$ cat src/design/stbs_pkg.sv
// stbs_pkg: shared types and constants for the sorted table binary search core.
// Used by stbs_ctrl, stbs_dp and sorted_table_binary_search_core.
package stbs_pkg;

    localparam int ENTRY_W    = 8;   // entry_index, search_low, found_index
    localparam int HIGH_W     = 9;   // search_high, signed
    localparam int IN_VALUE_W = 32;  // entry_value, search_key
    localparam int RANGE_W    = 10;  // signed range bounds, -256 .. 256

    localparam logic REQ_LOAD   = 1'b0;
    localparam logic REQ_SEARCH = 1'b1;

    typedef logic signed [RANGE_W-1:0] t_range;

    // controller -> datapath
    typedef struct packed {
        logic load_wr;   // write one table entry
        logic start;     // latch key and range, issue first probe read
        logic probe;     // compare read word, narrow range
        logic load_out;  // move result into output register
    } t_dp_cmd;

    // datapath -> controller
    typedef struct packed {
        logic start_empty;  // clamped request range is empty
        logic hit;          // current probe matches key
        logic next_empty;   // narrowed range is empty
    } t_dp_sts;

endpackage

$ cat src/design/stbs_ctrl.sv
// stbs_ctrl: search sequencer and output word valid.
// Depends on stbs_pkg; drives stbs_dp through t_dp_cmd.
module stbs_ctrl (
    input  logic              i_clk,
    input  logic              i_rst_n,
    input  logic              i_valid,
    input  logic              i_req_type,
    input  logic              i_out_stall,
    input  stbs_pkg::t_dp_sts i_sts,
    output stbs_pkg::t_dp_cmd o_cmd,
    output logic              o_in_stall,
    output logic              o_out_valid
);
    import stbs_pkg::*;

    typedef enum logic [1:0] {
        ST_IDLE,
        ST_PROBE,
        ST_DONE
    } t_state;

    t_state r_state, n_state;
    logic   r_out_valid;
    logic   in_acc;

    // no word is taken while reset is held
    assign o_in_stall  = (r_state != ST_IDLE) || !i_rst_n;
    assign in_acc      = i_valid && !o_in_stall;
    assign o_out_valid = r_out_valid;

    always_comb begin
        o_cmd.load_wr  = in_acc && (i_req_type == REQ_LOAD);
        o_cmd.start    = in_acc && (i_req_type == REQ_SEARCH);
        o_cmd.probe    = (r_state == ST_PROBE);
        o_cmd.load_out = (r_state == ST_DONE) && (!r_out_valid || !i_out_stall);
    end

    always_comb begin
        n_state = r_state;
        case (r_state)
            ST_IDLE: begin
                if (o_cmd.start) begin
                    n_state = i_sts.start_empty ? ST_DONE : ST_PROBE;
                end
            end
            ST_PROBE: begin
                if (i_sts.hit || i_sts.next_empty) begin
                    n_state = ST_DONE;
                end
            end
            ST_DONE: begin
                if (o_cmd.load_out) begin
                    n_state = ST_IDLE;
                end
            end
            default: n_state = ST_IDLE;
        endcase
    end

    always_ff @(posedge i_clk) begin
        if (!i_rst_n) begin
            r_state     <= ST_IDLE;
            r_out_valid <= 1'b0;
        end else begin
            r_state <= n_state;
            if (o_cmd.load_out) begin
                r_out_valid <= 1'b1;
            end else if (!i_out_stall) begin
                r_out_valid <= 1'b0;
            end
        end
    end

endmodule

$ cat config.mk
export PLATFORM = sky130hd
export DESIGN_NAME = stbs_ctrl
export DESIGN_NICKNAME = d
export VERILOG_FILES = /design/src/design/stbs_pkg.sv /design/src/design/stbs_ctrl.sv
export SDC_FILE = /design/constraint.sdc
export NUM_CORES = 1
export LEC_CHECK = 0
export BUFFER_PORTS_ARGS = -buffer_cell sky130_fd_sc_hd__buf_2
export CAP_MARGIN = 0
export CORE_AREA = 2 2 39 41
export DETAILED_ROUTE_END_ITERATION = 12
export DIE_AREA = 0 0 41 43
export GPL_ROUTABILITY_DRIVEN = 1
export PLACE_DENSITY = 0.47
export RECOVER_POWER = 50
export SLEW_MARGIN = 5
export SYNTH_ARGS = -nofsm -noshare
export SYNTH_HDL_FRONTEND = slang
export SYNTH_SLANG_ARGS = --single-unit
$ cat constraint.sdc
create_clock -name i_clk -period 1.5 [get_ports i_clk]
set_clock_uncertainty 0.05 [all_clocks]
set_input_delay 0.15 -clock i_clk [delete_from_list [all_inputs] [get_ports i_clk]]
set_output_delay 0.15 -clock i_clk [all_outputs]
set_load 0.05 [all_outputs]
==> impl_results.md, run 1 <==
* DRC violations left at 0
* Cts bufs inserted at 3
* Std-Cell Core Area at 1380 sq um
* Required @ worst endpoint at 1.30 ns
* CTS tree: yes
* Max-Cap Viols at 0
* Overall die height at 43 um
* Clk sinks at 3
* HP Class: in2reg
* Full die area at 1760 sq um
* PortBufs at 13
* R2r worst-path depth at 3
* Ratio of final minimum period to clock period at 95.1%
* Reg-to-Reg End: r_state[1]
* Final Util at 24.1%
* Vias in the first global route at 186
* Mapped Avg Cell Area at 10.0 sq um
* Setup Crit Path Kind: reg2out
* P_leak at 0.154 nW
* Die width at 41 um
* Placed cell count at 49
* Cells after Synth at 20
* Pins Over Slew Limit at 0
* Layout area overhead at 66.9%
* Count of final setup violators at 0
* Pwr Total at 312 uW
* Crit. Startpoint: r_state[1]
* Setup TNS at 0 ns
* Min Hold Slack at 0.134 ns
* Most frequent cells in the layout: 10 x buf_2, 3 x nor2_1, 3 x clkbuf_4, 3 x dfxtp_1
* Nets@finish at 46
* Final instance area at 334 sq um
* Row cnt at 14
* Fmax at 701 MHz
* First-pass GRT wire length at 779 um
* Worst skew pair latency at 0.24 ns
* Mapped Area at 200 sq um
* Status: finished, final reports clean
* Slew margin rel. at 61.1%
* Top cell type's share of synthesized area at 30.0%
* Non-filler cells, final at 53
* HP Start: i_rst_n
* Register area share after synthesis at 30.0%
* Critical path launch point type: flip-flop
* Pin count of the biggest net entering global routing at 8
* Hold Path Sink: r_state[1]
* Power per cell area at 933 nW/um^2
* Synth area leaders: dfxtp_1 30%, nand3b_4 10%, nand2b_4 6.9%, nor3b_2 6.3%, o22ai_2 6.3%
* Via Count at 206
* Final WS setup at 0.0731 ns
* H-tree Lvls at 1
* Hold path depth at 2
* Clk buf depth at 2
* Synth Register Bits at 3
* Leading cell type in the layout, fill and taps excluded: buf_2
* Remaining Overflow, GRT at 0
* Initial antenna violation count at 0
* Worst R2R Setup Slack at 0.40 ns
* CTS root buf: clkbuf_4
* Syn Nets at 28
* Crit end category: primary output
* Pre-CTS setup slack at 0.293 ns
* Arrival time at the worst endpoint at 1.23 ns
* Worst-Margin Slew at 0.586 ns
* Worst vdd ir at 398 uV
* Synth warnings at 0
* WL/cell at 9.13 um
* Reg clk slew, reported paths at 0.04 ns
* # diodes at 0
* DRT iter0 DRCs at 1
* Worst-path fanout max at 5
* Post-DRT Antenna Nets at 0
* Initial Utilization at 14.5%
* Layout cells sized above 1 at 64.9%
* Final Hold Vio Count at 0
* Reg-to-reg startpoint: r_state[0]
* DR pass1 iterations at 2
* RePlAce Congestion at 0.690
* Detailed Route WL at 484 um
* I/O pins at 14
* Area after DPL at 304 sq um
* Fin crit period at 1.43 ns
* Netlist cell types at 16
* Vias per cell at 3.89
* Area leader, netlist: dfxtp_1
* Total GRT Usage at 7.13%
## critical path, stage by stage, from the launching register on
cell	delay [ns]
dfxtp_1	0.35
nand2b_4	0.18
or2_2	0.27
buf_4	0.19
## area by class of cell
cell class                      count  area (sq um)
Multi-Input combinational cell     17           159
Fill cell                         149          1050
Sequential cell                     3          60.1
Timing Repair Buffer               13          68.8
Tap cell                           16          20.0
Clock buffer                        4          26.3
## repair_timing
item | CTS | global route
endpoints found under the hold margin | 0 | 0
buffers inserted | 0 | 0
setup endpoints to repair | 0 | 2
resized for setup | 0 | 4
hold buffers | 0 | 0
## flip-flops by register name, indices dropped and copies added, names as in the netlist
name	flops
o_out_valid	1
r_state	2
## where the power goes
part	internal (mW)	switching, mW
clock	0.100	0.0487
combinational	0.0295	0.0458
sequential	0.0831	0.00441
total	0.213	0.0989
## metal layers
layer	vias to the layer above	part of all wire, %	GRT usage (%)
met5	-	0	0
met4	0	0	2.00
met3	0	19	7.85
met2	17	28	6.88
met1	82	53	9.97
li1	107	-	-
## how the worst max path moves through the flow
stage            endpoint  slack [ns]  cells past startpoint
2_1_floorplan    o_cmd[2]        0.13                      2
3_3_place_gp     o_cmd[3]        0.31                      3
3_5_place_dp     o_cmd[3]        0.29                      3
4_1_cts          o_cmd[3]        0.03                      3
5_1_grt          o_cmd[3]      -0.006                      3
6_report       o_in_stall        0.07                      3
## cells in the mapped netlist, drive strengths merged
cell and instances:
dfxtp 3, a2bb2oi 1, nand2 1, nand3b 1, nand2b 2, or2 1, nor4b 1, o21a 1
and2b 1, o21ai 1, a21boi 1, nor3b 1, nor2 3, o22ai 1, a21oi 1
## cells by family (layout without fill, tap and decap cells)
kind of cell,Yosys count,after routing,share of synthesized area [%]
buffers and inverters,0,17,0
DFF,3,3,30.0
AOI/OAI and AO/OA,6,6,23.1
and+or+nand+nor,11,11,46.9
(Power assumes the default switching activity.)
==> run 2: changes to the inputs <==
==> constraint.sdc (replaced) <==
create_clock -name i_clk -period 1.8 [get_ports i_clk]
set_clock_uncertainty 0.05 [all_clocks]
set_input_delay 0 -clock i_clk [delete_from_list [all_inputs] [get_ports i_clk]]
set_output_delay 0 -clock i_clk [all_outputs]
set_load 0.05 [all_outputs]
==> impl_results.md, run 2 (synthesized netlist as in run 1, its figures left out) <==
* I/O pins at 14 (unchanged)
* Hold buffers post-CTS at 1 (was 0)
* Worst R2R Setup Slack at 0.76 ns (was 0.40 ns)
* Reg clk slew, reported paths at 0.04 ns (about the same)
* Setup Crit Path Kind: reg2out (unchanged)
* Non-filler cells, final at 54 (was 53)
* Layout cells sized above 1 at 55.3% (was 64.9%)
* Full die area at 1760 sq um (unchanged)
* Clk buf depth at 2 (unchanged)
* Initial Utilization at 14.5% (unchanged)
* Final Hold Vio Count at 0 (unchanged)
* PortBufs at 13 (unchanged)
* Placed cell count at 49 (unchanged)
* Crit. Startpoint: r_state[1] (unchanged)
* Largest reg by FF count: r_state (unchanged)
* Worst skew pair latency at 0.23 ns (was 0.24 ns)
* # Post-CTS Setup Buffers at 0 (unchanged)
* # diodes at 0 (unchanged)
* Fin crit period at 1.29 ns
* DR pass1 iterations at 3 (was 2)
* Crit end category: primary output (unchanged)
* Arrival time at the worst endpoint at 1.24 ns (was 1.23 ns)
* Row cnt at 14 (unchanged)
* Cts bufs inserted at 3 (unchanged)
* Detailed Route WL at 470 um (was 484 um)
* Vias per cell at 3.85 (was 3.89)
* Pin count of the biggest net entering global routing at 8 (unchanged)
* CTS root buf: clkbuf_4 (unchanged)
* Reg-to-Reg End: r_state[1] (unchanged)
* RePlAce Congestion at 0.578 (was 0.690)
* Layout area overhead at 54.4% (was 66.9%)
* R2r worst-path depth at 3 (unchanged)
* Count of final setup violators at 0 (unchanged)
* H-tree Lvls at 1 (unchanged)
* Leading cell type in the layout, fill and taps excluded: buf_2 (unchanged)
* CTS tree: yes (unchanged)
* Nets@finish at 47 (was 46)
* Max-Cap Viols at 0 (unchanged)
* Clk sinks at 3 (unchanged)
* Status: finished, final reports clean (unchanged)
* Worst-Margin Slew at 0.588 ns (was 0.586 ns)
* Reg-to-reg startpoint: r_state[0] (unchanged)
* Pins Over Slew Limit at 0 (unchanged)
* HP Class: in2reg (unchanged)
* DP HPWL at 369 um
* RSZ-0062 raised after global routing: no
* Total GRT Usage at 6.82% (was 7.13%)
* Remaining Overflow, GRT at 0 (unchanged)
* Via Count at 208 (was 206)
* Initial antenna violation count at 0 (unchanged)
* Std-Cell Core Area at 1380 sq um (unchanged)
* Max FFs per register at 2 (unchanged)
* Worst vdd ir at 371 uV (was 398 uV)
* DRT iter0 DRCs at 2 (was 1)
* Most frequent cells in the layout: 12 x buf_2, 3 x nor2_1, 3 x clkbuf_4, 3 x dfxtp_1, 2 x clkbuf_1 (was 10 x buf_2, 3 x nor2_1, 3 x clkbuf_4, 3 x dfxtp_1)
* Critical path launch point type: flip-flop (unchanged)
* Cts repair resizes at 0 (unchanged)
* Setup TNS at 0 ns (unchanged)
* Hold Path Sink: r_state[0] (was r_state[1])
* Vias in the first global route at 203 (was 186)
* Die width at 41 um (unchanged)
* WL/cell at 8.70 um (was 9.13 um)
* Fmax at 774 MHz
* Post-DRT Antenna Nets at 0 (unchanged)
* Hold path depth at 3 (was 2)
* Power per cell area at 799 nW/um^2 (was 933 nW/um^2)
* Overall die height at 43 um (unchanged)
* First-pass GRT wire length at 745 um (was 779 um)
* P_leak at 0.138 nW (was 0.154 nW)
* Ratio of final minimum period to clock period at 71.8%
* Worst-path fanout max at 5 (unchanged)
* Required @ worst endpoint at 1.75 ns (was 1.30 ns)
* HP Start: i_sts[2] (was i_rst_n)
* DRC violations left at 0 (unchanged)
* Slew margin rel. at 61.0% (was 61.1%)
-- run 2: how the worst max path moves through the flow --
stage	end	slack (ns)	depth (start not counted)
2_1_floorplan	o_cmd[3]	0.33	2
3_3_place_gp	o_cmd[3]	0.74	3
3_5_place_dp	o_cmd[3]	0.73	3
4_1_cts	o_cmd[3]	0.47	3
5_1_grt	o_cmd[3]	0.43	3
6_report	o_cmd[3]	0.51	3
-- run 2: layout make-up --
| cell class | count | area [sq um] |
|---|---|---|
| sequential | 3 | 60.1 |
| fill | 163 | 1070 |
| tap | 16 | 20.0 |
| multi-input combinational | 17 | 129 |
| timing repair buffer | 14 | 73.8 |
| clock buffer | 4 | 26.3 |
-- run 2: power by group --
group	switching [mW]	internal (mW)	total, mW
logic	0.0354	0.0213	0.0567
registers	0.00316	0.0694	0.0725
clock network	0.0346	0.0831	0.118
total	0.0732	0.174	0.247
-- run 2: stage by stage --
stage	cell area [sq um]	hold slack [ns]	util [%]	setup WS, ns	power (mW)
2_1_floorplan	206	0.0575	-	0.329	0.114
3_3_place_gp	292	0.233	21.1	0.744	0.133
3_5_place_dp	292	0.237	21.1	0.733	0.132
4_1_cts	328	0.0363	23.7	0.472	0.260
5_1_grt	309	0.0632	22.3	0.432	0.265
6_report	309	0.0444	22.3	0.508	0.247
-- run 2: critical path: stages, from the launching register on --
cell and delay [ns]:
dfxtp_1 0.35, nand2b_4 0.17, nor4b_2 0.19, buf_2 0.30
-- run 2: metal layers --
layer  GRT usage, %  wire [um]  vias up
li1               -          -      109
met1           7.37        220       93
met2           8.44        212        6
met3           7.85         37        0
met4           2.00          0        0
met5              0          0        -
